### src/rtl/tfl_pkg.sv
// tfl_pkg: shared types, constants and the coefficient table of the
// three-axis fir low-pass filter
// no dependencies
package tfl_pkg;

   // field widths fixed by the interface
   localparam int AXIS_W  = 2;
   localparam int FIELD_W = 16;

   // axis code that passes the sample through unfiltered
   localparam logic [AXIS_W-1:0] AXIS_NONE = 2'd3;

   // hanning window, rounded to q1.15, symmetric
   localparam int TABLE_TAPS = 17;
   localparam int WINDOW_Q15 [TABLE_TAPS] = '{
      0, 66, 346, 920, 1771, 2777, 3737, 4428, 4680,
      4428, 3737, 2777, 1771, 920, 346, 66, 0
   };

   // controller states
   typedef enum logic [1:0] {
      ST_CLEAR,
      ST_IDLE,
      ST_RUN,
      ST_FINISH
   } ctrl_state_type;

   // controller to datapath commands
   typedef struct packed {
      logic clear;
      logic accept;
      logic issue;
      logic load_out;
   } ctrl_cmd_type;

   // datapath to controller status
   typedef struct packed {
      logic clear_last;
      logic req_bypass;
      logic tap_last;
      logic pipe_busy;
   } dp_status_type;

   // coefficient of one tap rescaled to frac fraction bits; zero past the table
   function automatic int coef_at(input int tap, input int frac);
      int c;
      int r;
      begin
         c = 0;
         if (tap >= 0 && tap < TABLE_TAPS) begin
            c = WINDOW_Q15[tap];
         end
         if (frac >= 15) begin
            r = c <<< (frac - 15);
         end else begin
            r = (c + (1 <<< (14 - frac))) >>> (15 - frac);
         end
         return r;
      end
   endfunction

endpackage

### src/rtl/three_axis_fir_lowpass.sv
// Three-axis FIR low-pass filter. Each request carries an axis (0 x, 1 y,
// 2 z, 3 none) and a signed sample; axes x, y and z each keep a circular row
// of FILTER_ORDER+1 samples, and the response is the sum of the newest
// samples times fixed symmetric Hanning coefficients, rounded half up and
// saturated. Axis none, or an axis without a channel, returns the sample
// unchanged and leaves the store alone. One request is in work at a time:
// a filtered request is summed by the single shared multiply-accumulate,
// which walks the taps one store read per cycle; a pass-through request
// skips the tap walk. A finished result waits in the output register while
// the next request is taken. After reset the sample store is cleared one
// entry per cycle, with req_stall held high.
// top level; depends on tfl_pkg, tfl_ctrl and tfl_datapath
module three_axis_fir_lowpass #(
   parameter int FILTER_ORDER   = 16,
   parameter int CHANNELS       = 3,
   parameter int SAMPLE_WIDTH   = 16,
   parameter int COEF_FRAC_BITS = 15
) (
   input  logic                               clock,
   input  logic                               reset,
   input  logic                               req_valid,
   output logic                               req_stall,
   input  logic        [tfl_pkg::AXIS_W-1:0]  req_axis,
   input  logic signed [tfl_pkg::FIELD_W-1:0] req_sample,
   output logic                               rsp_valid,
   input  logic                               rsp_stall,
   output logic        [tfl_pkg::AXIS_W-1:0]  rsp_axis_out,
   output logic signed [tfl_pkg::FIELD_W-1:0] rsp_filtered_sample
);

   tfl_pkg::ctrl_cmd_type  cmd;
   tfl_pkg::dp_status_type stat;

   // sequencing
   tfl_ctrl u_ctrl (
      .clock     (clock),
      .reset     (reset),
      .req_valid (req_valid),
      .req_stall (req_stall),
      .rsp_valid (rsp_valid),
      .rsp_stall (rsp_stall),
      .cmd       (cmd),
      .stat      (stat)
   );

   // store and arithmetic
   tfl_datapath #(
      .FILTER_ORDER   (FILTER_ORDER),
      .CHANNELS       (CHANNELS),
      .SAMPLE_WIDTH   (SAMPLE_WIDTH),
      .COEF_FRAC_BITS (COEF_FRAC_BITS)
   ) u_datapath (
      .clock               (clock),
      .reset               (reset),
      .req_axis            (req_axis),
      .req_sample          (req_sample),
      .rsp_axis_out        (rsp_axis_out),
      .rsp_filtered_sample (rsp_filtered_sample),
      .cmd                 (cmd),
      .stat                (stat)
   );

endmodule

### src/rtl/tfl_ctrl.sv
// tfl_ctrl: controller state machine of the three-axis fir low-pass filter
// sequences store clearing, request intake, tap issue and result hand-off
// depends on tfl_pkg
module tfl_ctrl (
   input  logic                   clock,
   input  logic                   reset,
   input  logic                   req_valid,
   output logic                   req_stall,
   output logic                   rsp_valid,
   input  logic                   rsp_stall,
   output tfl_pkg::ctrl_cmd_type  cmd,
   input  tfl_pkg::dp_status_type stat
);

   tfl_pkg::ctrl_state_type state_ff;
   tfl_pkg::ctrl_state_type state_in;
   logic                    rsp_valid_ff;
   logic                    rsp_valid_in;
   logic                    out_free;

   // output register can take a new result this cycle
   assign out_free = !rsp_valid_ff || !rsp_stall;

   // state register
   always_ff @(posedge clock) begin
      if (reset) begin
         state_ff     <= tfl_pkg::ST_CLEAR;
         rsp_valid_ff <= 1'b0;
      end else begin
         state_ff     <= state_in;
         rsp_valid_ff <= rsp_valid_in;
      end
   end

   // next state and commands
   always_comb begin
      state_in     = state_ff;
      cmd          = '0;
      rsp_valid_in = rsp_valid_ff && rsp_stall;
      case (state_ff)
         tfl_pkg::ST_CLEAR: begin
            cmd.clear = 1'b1;
            if (stat.clear_last) begin
               state_in = tfl_pkg::ST_IDLE;
            end
         end
         tfl_pkg::ST_IDLE: begin
            if (req_valid) begin
               cmd.accept = 1'b1;
               state_in   = stat.req_bypass ? tfl_pkg::ST_FINISH : tfl_pkg::ST_RUN;
            end
         end
         tfl_pkg::ST_RUN: begin
            cmd.issue = 1'b1;
            if (stat.tap_last) begin
               state_in = tfl_pkg::ST_FINISH;
            end
         end
         tfl_pkg::ST_FINISH: begin
            if (!stat.pipe_busy && out_free) begin
               cmd.load_out = 1'b1;
               rsp_valid_in = 1'b1;
               state_in     = tfl_pkg::ST_IDLE;
            end
         end
         default: begin
            state_in = tfl_pkg::ST_CLEAR;
         end
      endcase
   end

   assign req_stall = (state_ff != tfl_pkg::ST_IDLE);
   assign rsp_valid = rsp_valid_ff;

`ifndef NO_ASSERTIONS
   // a new result never overwrites one that is still stalled
   a_no_overwrite: assert property (@(posedge clock) disable iff (reset)
      cmd.load_out |-> (!rsp_valid_ff || !rsp_stall))
      else $error("result loaded over a stalled result");

   // a taken result without a new one leaves the output empty
   a_rsp_retire: assert property (@(posedge clock) disable iff (reset)
      (rsp_valid_ff && !rsp_stall && !cmd.load_out) |=> !rsp_valid_ff)
      else $error("result delivered twice");

   // tap issue only ends in the finish state
   a_run_exit: assert property (@(posedge clock) disable iff (reset)
      (state_ff == tfl_pkg::ST_RUN) |=>
         (state_ff == tfl_pkg::ST_RUN || state_ff == tfl_pkg::ST_FINISH))
      else $error("tap issue left early");
`endif

endmodule

### src/rtl/tfl_datapath.sv
// tfl_datapath: sample store, write positions, multiply-accumulate pipeline,
// rounding and saturation, and the result register of the fir low-pass filter
// depends on tfl_pkg
module tfl_datapath #(
   parameter int FILTER_ORDER   = 16,
   parameter int CHANNELS       = 3,
   parameter int SAMPLE_WIDTH   = 16,
   parameter int COEF_FRAC_BITS = 15
) (
   input  logic                                 clock,
   input  logic                                 reset,
   input  logic        [tfl_pkg::AXIS_W-1:0]    req_axis,
   input  logic signed [tfl_pkg::FIELD_W-1:0]   req_sample,
   output logic        [tfl_pkg::AXIS_W-1:0]    rsp_axis_out,
   output logic signed [tfl_pkg::FIELD_W-1:0]   rsp_filtered_sample,
   input  tfl_pkg::ctrl_cmd_type                cmd,
   output tfl_pkg::dp_status_type               stat
);

   localparam int TAPS   = FILTER_ORDER + 1;
   localparam int DEPTH  = CHANNELS * TAPS;
   localparam int AW     = $clog2(DEPTH);
   localparam int PTW    = $clog2(TAPS);
   localparam int CHW    = (CHANNELS > 1) ? $clog2(CHANNELS) : 1;
   localparam int SW     = SAMPLE_WIDTH;
   localparam int CF     = COEF_FRAC_BITS;
   localparam int PW     = SW + CF;
   localparam int ACC_W  = PW + $clog2(TAPS) + 1;
   localparam int RAW_W  = (SW > tfl_pkg::FIELD_W) ? SW : tfl_pkg::FIELD_W;
   localparam int HI_INT = (1 <<< (SW - 1)) - 1;
   localparam int LO_INT = -(1 <<< (SW - 1));
   localparam logic signed [ACC_W:0] HALF = (ACC_W + 1)'(1 <<< (CF - 1));
   localparam logic signed [ACC_W:0] SAT_HI = (ACC_W + 1)'(HI_INT);
   localparam logic signed [ACC_W:0] SAT_LO = (ACC_W + 1)'(LO_INT);

   // sample store, one row of taps per channel
   logic signed [SW-1:0]     mem [DEPTH];
   logic [PTW-1:0]           pos_ff [CHANNELS];

   logic [AW-1:0]            clr_ff;
   logic [AW-1:0]            base_ff;
   logic [PTW-1:0]           rptr_ff;
   logic [PTW-1:0]           tap_ff;
   logic [tfl_pkg::AXIS_W-1:0] axis_ff;
   logic signed [SW-1:0]     x_ff;
   logic                     bypass_ff;

   logic signed [SW-1:0]     rd_data_ff;
   logic signed [CF-1:0]     coef_ff;
   logic                     s1_vld_ff;
   logic signed [PW-1:0]     prod_ff;
   logic                     s2_vld_ff;
   logic signed [ACC_W-1:0]  acc_ff;

   logic [tfl_pkg::AXIS_W-1:0]        rsp_axis_ff;
   logic signed [tfl_pkg::FIELD_W-1:0] rsp_sample_ff;

   logic [CHW-1:0]           chan;
   logic [PTW-1:0]           cur_pos;
   logic [AW-1:0]            base_in;
   logic [AW-1:0]            wr_addr;
   logic [AW-1:0]            rd_addr;
   logic [RAW_W-1:0]         x_wide;
   logic signed [SW-1:0]     x_in;
   logic                     bypass_in;
   logic signed [ACC_W:0]    sum_w;
   logic signed [ACC_W:0]    shifted;
   logic signed [SW-1:0]     sat_w;

   // decode of the incoming request
   assign chan      = CHW'(req_axis);
   assign bypass_in = (req_axis == tfl_pkg::AXIS_NONE) || (int'(req_axis) >= CHANNELS);
   assign cur_pos   = pos_ff[chan];
   assign base_in   = AW'(int'(chan) * TAPS);
   assign wr_addr   = AW'(base_in + AW'(cur_pos));
   assign rd_addr   = AW'(base_ff + AW'(rptr_ff));

   // low sample bits, sign-extended from the sample width
   assign x_wide = RAW_W'($unsigned(req_sample));
   assign x_in   = $signed(x_wide[SW-1:0]);

   // clear sweep counter and per-channel write positions
   always_ff @(posedge clock) begin
      if (reset) begin
         clr_ff <= '0;
         for (int c = 0; c < CHANNELS; c++) begin
            pos_ff[c] <= '0;
         end
      end else begin
         if (cmd.clear) begin
            clr_ff <= AW'(clr_ff + 1'b1);
         end
         if (cmd.accept && !bypass_in) begin
            pos_ff[chan] <= (cur_pos == PTW'(TAPS - 1)) ? '0 : PTW'(cur_pos + 1'b1);
         end
      end
   end

   // sample store write and registered read
   always_ff @(posedge clock) begin
      if (cmd.clear) begin
         mem[clr_ff] <= '0;
      end else if (cmd.accept && !bypass_in) begin
         mem[wr_addr] <= x_in;
      end
      rd_data_ff <= mem[rd_addr];
   end

   // request capture and tap walk, newest sample first
   always_ff @(posedge clock) begin
      if (cmd.accept) begin
         axis_ff   <= req_axis;
         x_ff      <= x_in;
         bypass_ff <= bypass_in;
         base_ff   <= base_in;
         rptr_ff   <= cur_pos;
         tap_ff    <= '0;
      end else if (cmd.issue) begin
         rptr_ff <= (rptr_ff == '0) ? PTW'(TAPS - 1) : PTW'(rptr_ff - 1'b1);
         tap_ff  <= PTW'(tap_ff + 1'b1);
      end
   end

   // coefficient lookup alongside the store read
   always_ff @(posedge clock) begin
      coef_ff <= CF'(tfl_pkg::coef_at(int'(tap_ff), CF));
   end

   // pipeline valid flags
   always_ff @(posedge clock) begin
      if (reset) begin
         s1_vld_ff <= 1'b0;
         s2_vld_ff <= 1'b0;
      end else begin
         s1_vld_ff <= cmd.issue;
         s2_vld_ff <= s1_vld_ff;
      end
   end

   // multiply then accumulate
   always_ff @(posedge clock) begin
      prod_ff <= PW'(rd_data_ff * coef_ff);
      if (cmd.accept) begin
         acc_ff <= '0;
      end else if (s2_vld_ff) begin
         acc_ff <= ACC_W'(acc_ff + ACC_W'(prod_ff));
      end
   end

   // round half up, drop fraction bits, saturate to the sample range
   always_comb begin
      sum_w   = (ACC_W + 1)'(acc_ff) + HALF;
      shifted = sum_w >>> CF;
      if (shifted > SAT_HI) begin
         sat_w = SAT_HI[SW-1:0];
      end else if (shifted < SAT_LO) begin
         sat_w = SAT_LO[SW-1:0];
      end else begin
         sat_w = shifted[SW-1:0];
      end
   end

   // result register
   always_ff @(posedge clock) begin
      if (cmd.load_out) begin
         rsp_axis_ff   <= axis_ff;
         rsp_sample_ff <= bypass_ff ? tfl_pkg::FIELD_W'(x_ff) : tfl_pkg::FIELD_W'(sat_w);
      end
   end

   assign rsp_axis_out        = rsp_axis_ff;
   assign rsp_filtered_sample = rsp_sample_ff;

   // status to the controller
   assign stat.clear_last = (clr_ff == AW'(DEPTH - 1));
   assign stat.req_bypass = bypass_in;
   assign stat.tap_last   = (tap_ff == PTW'(TAPS - 1));
   assign stat.pipe_busy  = s1_vld_ff || s2_vld_ff;

`ifndef NO_ASSERTIONS
   // the accumulator is complete before a result is taken from it
   a_drained: assert property (@(posedge clock) disable iff (reset)
      cmd.load_out |-> (!s1_vld_ff && !s2_vld_ff))
      else $error("result taken with products in flight");

   // write position of a filtered channel stays inside its row
   a_pos_range: assert property (@(posedge clock) disable iff (reset)
      (cmd.accept && !bypass_in) |-> (int'(cur_pos) < TAPS))
      else $error("write position out of range");

   // a product only follows a store read
   a_stage_order: assert property (@(posedge clock) disable iff (reset)
      s2_vld_ff |-> $past(s1_vld_ff))
      else $error("product without a store read");
`endif

endmodule
### config.mk
export PLATFORM = sky130hd
export DESIGN_NAME = three_axis_fir_lowpass
export DESIGN_NICKNAME = d
export VERILOG_FILES = /design/src/rtl/tfl_pkg.sv /design/src/rtl/three_axis_fir_lowpass.sv /design/src/rtl/tfl_ctrl.sv /design/src/rtl/tfl_datapath.sv
export SDC_FILE = /design/constraint.sdc
export NUM_CORES = 2
export LEC_CHECK = 0
export ABC_AREA = 1
export BUFFER_PORTS_ARGS = -buffer_cell sky130_fd_sc_hd__buf_2
export CORE_UTILIZATION = 37
export DETAILED_ROUTE_END_ITERATION = 12
export PLACE_DENSITY = 0.62
export SLEW_MARGIN = 20
export SYNTH_ARGS = -nofsm -noshare
export SYNTH_HDL_FRONTEND = slang
export SYNTH_SLANG_ARGS = --single-unit
### constraint.sdc
create_clock -name clock -period 10.16 [get_ports clock]
set_clock_uncertainty 0.1 [all_clocks]
set_input_delay 2.032 -clock clock [delete_from_list [all_inputs] [get_ports clock]]
set_output_delay 2.032 -clock clock [all_outputs]
set_load 0.03 [all_outputs]
Word-level counts from Yosys, hierarchy flattened. Memories as Yosys holds them, arrays and structs flattened. A register that Yosys moved wholly into a read port is not among the register bits. Index checks and enable logic that the tools add are counted.

Bits in registers: 132. Memory bits (writable): 831. Bits in read-only memories: 1024. Bits of input ports: 22. Output and inout port bits: 20. Word-level logic and storage cells: 98. Memories kept: 3.

Memories: (name not given) (words 32, width 32, rd ports 1, clocked after memory_dff 1, wr ports 0, RTL line tfl_pkg.sv:51) `c = WINDOW_Q15[tap];`; u_datapath.mem (words 51, width 16, rd ports 1, clocked after memory_dff 1, wr ports 1, RTL line tfl_datapath.sv:37) `logic signed [SW-1:0] mem [DEPTH];`; u_datapath.pos_ff (words 3, width 5, rd ports 1, clocked after memory_dff 0, wr ports 3, RTL line tfl_datapath.sv:38) `logic [PTW-1:0] pos_ff [CHANNELS];`.

$add $sub $neg: 8. Multiply operators: 2. Order comparisons: 4. Eq/ne operators: 12. Muxes and demuxes: 36. Bitwise logic cells: 1. Reduce and logical (&&, ||, !) cells: 17.

Operators with widths (number): 2-to-1 mux 16 bit (4); adder 37 x 16 -> 38 bit, second input constant (1); adder 37 x 31 -> 37 bit (1); NOT 5 -> 32 bit (1); multiplier 16 x 15 -> 31 bit (1); 2-to-1 mux 5 bit (5); > comparator 23 x 16 -> 1 bit, second input constant (1); less-than comparator 23 x 16 -> 1 bit, second input constant (1); 2-to-1 mux 1 bit (20); OR reduction 16 bit (1); adder 6 x 5 -> 6 bit (2); adder 5 x 1 -> 5 bit, second input constant (2); == test 5 bit, second input constant (2); 2-to-1 mux 2 bit (5); case mux 2 bit (4 select lines) (1); adder 6 x 1 -> 6 bit, second input constant (1); == test 2 bit, second input constant (3); == test 6 bit, second input constant (1); multiplier 2 x 5 -> 6 bit, second input constant (1); 2-to-1 mux 6 bit (1); inequality test 2 bit, second input constant (3); zero test 1 bit (5); zero test 5 bit (1); less-than comparator 5 bit, second input constant (1); other kinds (10) (15).

Logic depth before layout (Yosys ltp).
Depth after elaboration: 9. Gate-level depth with buffers: 27. Gate-level depth less buffers: 25.

Cells and area by module. Synthesis repeated with hierarchy kept, for this count alone.

Cells, all modules: 4780. Area total of the unflattened synthesis: 51165.3 um2.

Modules (own cells, without submodules): tfl_datapath (times used 1, cells each 4735, area each 50881.3 um2, sequential area each 28567.4 um2); tfl_ctrl (times used 1, cells each 45, area each 284.0 um2, sequential area each 60.1 um2).

Least setup slack after synthesis. Ideal clock, no wire load.

Path type: register to register. Start: register u_datapath.coef_ff[1]. End: register u_datapath.prod_ff[30]. Library setup time: 0.123 ns. Data arrival time: 5.314 ns. Data required time: 9.937 ns. Setup slack: 4.623 ns. Stages on the path, launching flop included: 20. Buffers on the path: 2. Clock period less this slack: 5.537 ns. Cell sequence: dfxtp_1 clkbuf_1 clkbuf_1 nand2_1 fa_1 fa_1 inv_1 fa_1 inv_1 fa_1 inv_1 fa_1 fa_1 ha_1 inv_1 nor3_1 a21oi_1 o21ai_0 a21oi_1 xor2_1.

Word-level cells in the longest chain between the ends: 1.

Ends and longest elaborated chain: start, declared (RTL line tfl_datapath.sv:49) `logic signed [CF-1:0] coef_ff;`; multiplier 16 x 15 -> 31 bit (RTL line tfl_datapath.sv:142) `prod_ff <= PW'(rd_data_ff * coef_ff);`; end signal, assigned (RTL line tfl_datapath.sv:142); end, declared (RTL line tfl_datapath.sv:51) `logic signed [PW-1:0] prod_ff;`.

Every way passes these cells. A chain may end at the register's enable or synchronous reset.

Final worst setup path.
Start: register u_datapath.coef_ff[0]. End: register u_datapath.prod_ff[28].

Same word-level chain as after synthesis.

==> flow_summary_export.csv <==
group,metric,value,unit
synthesis,yosys_most_used_dff,"edfxtp_1",
floorplanning,ioPinCount,42,
hold_path,whs_endpoint,"u_datapath.s2_vld_ff$_SDFF_PP0_",
setup_path,r2r-end,"u_datapath.prod_ff[28]$_DFF_P_",
layout,finalInstanceArea,55740,um2
routing,num_vias,34335,
routing,drt_iter0_drc,3611,
layout,final_util,41.61,%
clock_tree,htreeDepth,3,
global_routing,grt_pass1_wl,198600,um
setup_path,crit_fanout,16,
routing,via_per_inst,5.253,
placement,dp.cells,6348,
synthesis,synth_cell_types,59,
clock_tree,cts_buffers,101,
setup_path,startpoint_type,"flip-flop",
synthesis,synth_seq_area_share,57.15,%
synthesis,syn_avg_cell_area,10.68,um2
clock_tree,cts_hold_buf,0,
timing,drv_slew,0,
routing,wl_per_cell,19.75,um
setup_path,cp_top_family,"adder cells",
global_routing,antenna_found_initial,7,
synthesis,synth_common_cells,"edfxtp_1 (878), nor2_1 (701), nand2_1 (587)",
clock_tree,max-clock-path-buffers,3,
setup_path,crit_type,"reg2reg",
synthesis,synth_top_family_by_area,"simple AND/OR/NAND/NOR gates",
floorplanning,start_util,37.40,%
placement,portBuffers,41,
floorplanning,core.rowCount,134,
placement,placed_cell_area,52370,um2
clock_tree,cts_tree,"yes",
floorplanning,core,134000,um2
synthesis,synth-xor-area-share,1.219,%
global_routing,grt_pass1_vias,33510,
routing,route.antenna.remaining_nets,0,
clock_tree,clk_latency,720,ps
layout,n_fill_cell,12585,
synthesis,synth_adder_area_share,11.55,%
floorplanning,die_h,370.0,um
routing,wl,129100,um
timing,slew_headroom,31.14,%
timing,rsz0062_at_grt,"no",
setup_path,r2r_cells,15,
synthesis,synth.most_common_cell,"edfxtp_1",
clock_tree,cts_sinks,991,
setup_path,crit_chain,"nand2_1 -> fa_1 -> fa_1 -> inv_1 -> fa_1 -> fa_1 -> fa_1 -> fa_1 -> ha_1 -> a21oi_1 -> o21ai_0 -> a221oi_1 -> o211ai_1 -> nand2_1 -> nand2_1",
routing,drc,0,
synthesis,synthMuxAreaShare,0,%
job,maxCapViolCount,0,
placement,dp_hpwl,80840,um
setup_path,cp.arrival,6530,ps
run_status,status,"completed",
layout,fin_cells,6536,
setup_path,reg2reg_from,"u_datapath.coef_ff[0]$_SDFF_PP0_",
setup_path,startpoint,"u_datapath.coef_ff[0]$_SDFF_PP0_",
clock_tree,root_buffer,"clkbuf_16",
synthesis,synth_edf_count,878,
synthesis,synthArstFlopShare,0,%
timing,tightest_slew,1032,ps
setup_path,cp.required,10630,ps
timing,finalSetupViolCount,0,
layout,drive_gt1_share,7.407,%
setup_path,end_kind,"flip-flop",
synthesis,yosys.area.top_type,"edfxtp_1",
global_routing,grtUsageTotal,18.69,%
setup_path,cp_num_buf_inv,1,
floorplanning,dieArea,136900,um2
synthesis,yosysWarnings,0,
hold_path,min_path_cells,2,
layout,synthToLayoutAreaGrowth,11.26,%
floorplanning,die_w,370.0,um
setup_path,path_common_cell,"fa_1",
clock_tree,cts_resized,0,
routing,dr.pass1.iters,6,
placement,place_congestion,0.8964,
timing,fin_setup_tns,0,ps
synthesis,ys_seq_elements,991,
synthesis,synth_top_area_share,52.63,%
timing,min_period,6058,ps
timing,fmax,0.1651,GHz
synthesis,synth-simple-area-share,12.90,%
synthesis,synthTopCellsByArea,"edfxtp_1 (53%), fa_1 (8.2%), nor2_1 (5.3%)",
clock_tree,postCtsSetupBuffers,0,
global_routing,grt_overflow,0,
hold_path,min_from,"u_datapath.s1_vld_ff$_SDFF_PP0_",
synthesis,synth_cells,4690,
layout,layout.nets,5046,
setup_path,max_stage_delay,770,ps
hold_path,hold_class,"reg2reg",
clock_tree,clk_pin_slew,60,ps
timing,fin_crit_sh,59.62,%
setup_path,r2r_slack,4100,ps
synthesis,netlist_area,50100,um2
global_routing,grt_max_degree,209,
setup_path,slowest_stage,"fa_1",
synthesis,synth_compound_area_share,11.15,%
timing,hold_viol_final,0,
==> worst max-delay path by stage <==
stage                                                  end  slack (ps)  cells past startpoint
after floorplan             u_datapath.prod_ff[30]$_DFF_P_        4620                     19
after global placement    u_datapath.mem[50][12]$_DFFE_PP_        4010                     14
after detailed placement    u_datapath.prod_ff[28]$_DFF_P_        4100                     15
after CTS                   u_datapath.prod_ff[28]$_DFF_P_        4080                     15
after global routing        u_datapath.prod_ff[28]$_DFF_P_        3830                     15
final                       u_datapath.prod_ff[28]$_DFF_P_        4100                     15
==> cells by family (layout without fill, tap and decap cells) <==
family	after synthesis	count (layout)
buffers and inverters	780	852
and+or+nand+nor	1572	1572
adders and majority gates	340	340
DFF	991	991
xor gates and xnor gates	68	68
AOI/OAI and AO/OA	938	938
other	1	7
==> cell usage in the layout (no fill, tap or decap), types with 46 or more instances in the layout <==
master,instances
edfxtp_1,878
o21ai_0,475
buf_4,79
nor2_1,679
inv_1,531
nand3_1,203
o211ai_1,73
xor2_1,46
fa_1,203
nand2_1,586
o221ai_1,127
clkbuf_16,104
a21oi_1,148
ha_1,135
dfxtp_1,113
==> per-layer routing <==
layer / wire length, um / up-vias / GRT usage, %
li1: - / 16081 / -
met1: 58830 / 16926 / 27.22
met2: 58380 / 1152 / 28.96
met3: 9136 / 174 / 2.927
met4: 2722 / 2 / 4.847
met5: 13 / - / 0
==> area by class of cell <==
cell class	instances	area (um2)	area share, %
diodes	2	5.005	0.008979
repair buffers	122	845.8	1.517
well taps	1768	2212	3.969
inverters	545	2061	3.697
clock buffers	126	2706	4.856
multi-input cells	2923	18650	33.45
clock inverters	59	633.1	1.136
flip-flops and latches	991	28630	51.36
==> sequential cells by signal, summed over array words and instances (netlist names) <==
name                            cells
u_datapath.mem                    816
u_datapath.acc_ff                  37
u_datapath.prod_ff                 31
u_datapath.pos_ff                  20
u_datapath.rd_data_ff              16
u_datapath.rsp_filtered_sample     16
u_datapath.x_ff                    16
u_datapath.coef_ff                 13
u_datapath.clr_ff                   6
u_datapath.rptr_ff                  5
u_datapath.tap_ff                   5
u_ctrl.state_ff                     2
u_datapath.rsp_axis_out             2
u_ctrl.rsp_valid                    1
u_datapath.axis_ff                  1
u_datapath.base_ff                  1
u_datapath.bypass_ff                1
u_datapath.s1_vld_ff                1
u_datapath.s2_vld_ff                1
==> through the flow <==
step	setup WS [ps]	hold slack [ps]
2_1_floorplan	4623	303.0
3_3_place_gp	4013	315.3
3_5_place_dp	4096	314.3
4_1_cts	4081	327.2
5_1_grt	3829	383.3
6_report	4102	330.6
==> worst register-to-register path, delay by kind of cell, from the launching register on <==
family,cells,cell delay [ps]
flops,1,690
buf+inv,1,270
simple gates,3,380
compound gates,4,850
fa+ha+maj,7,3660
Power is left out: the tool's default activity adds up to more than one toggle a clock period on the data nets, which glitch-free logic cannot reach.
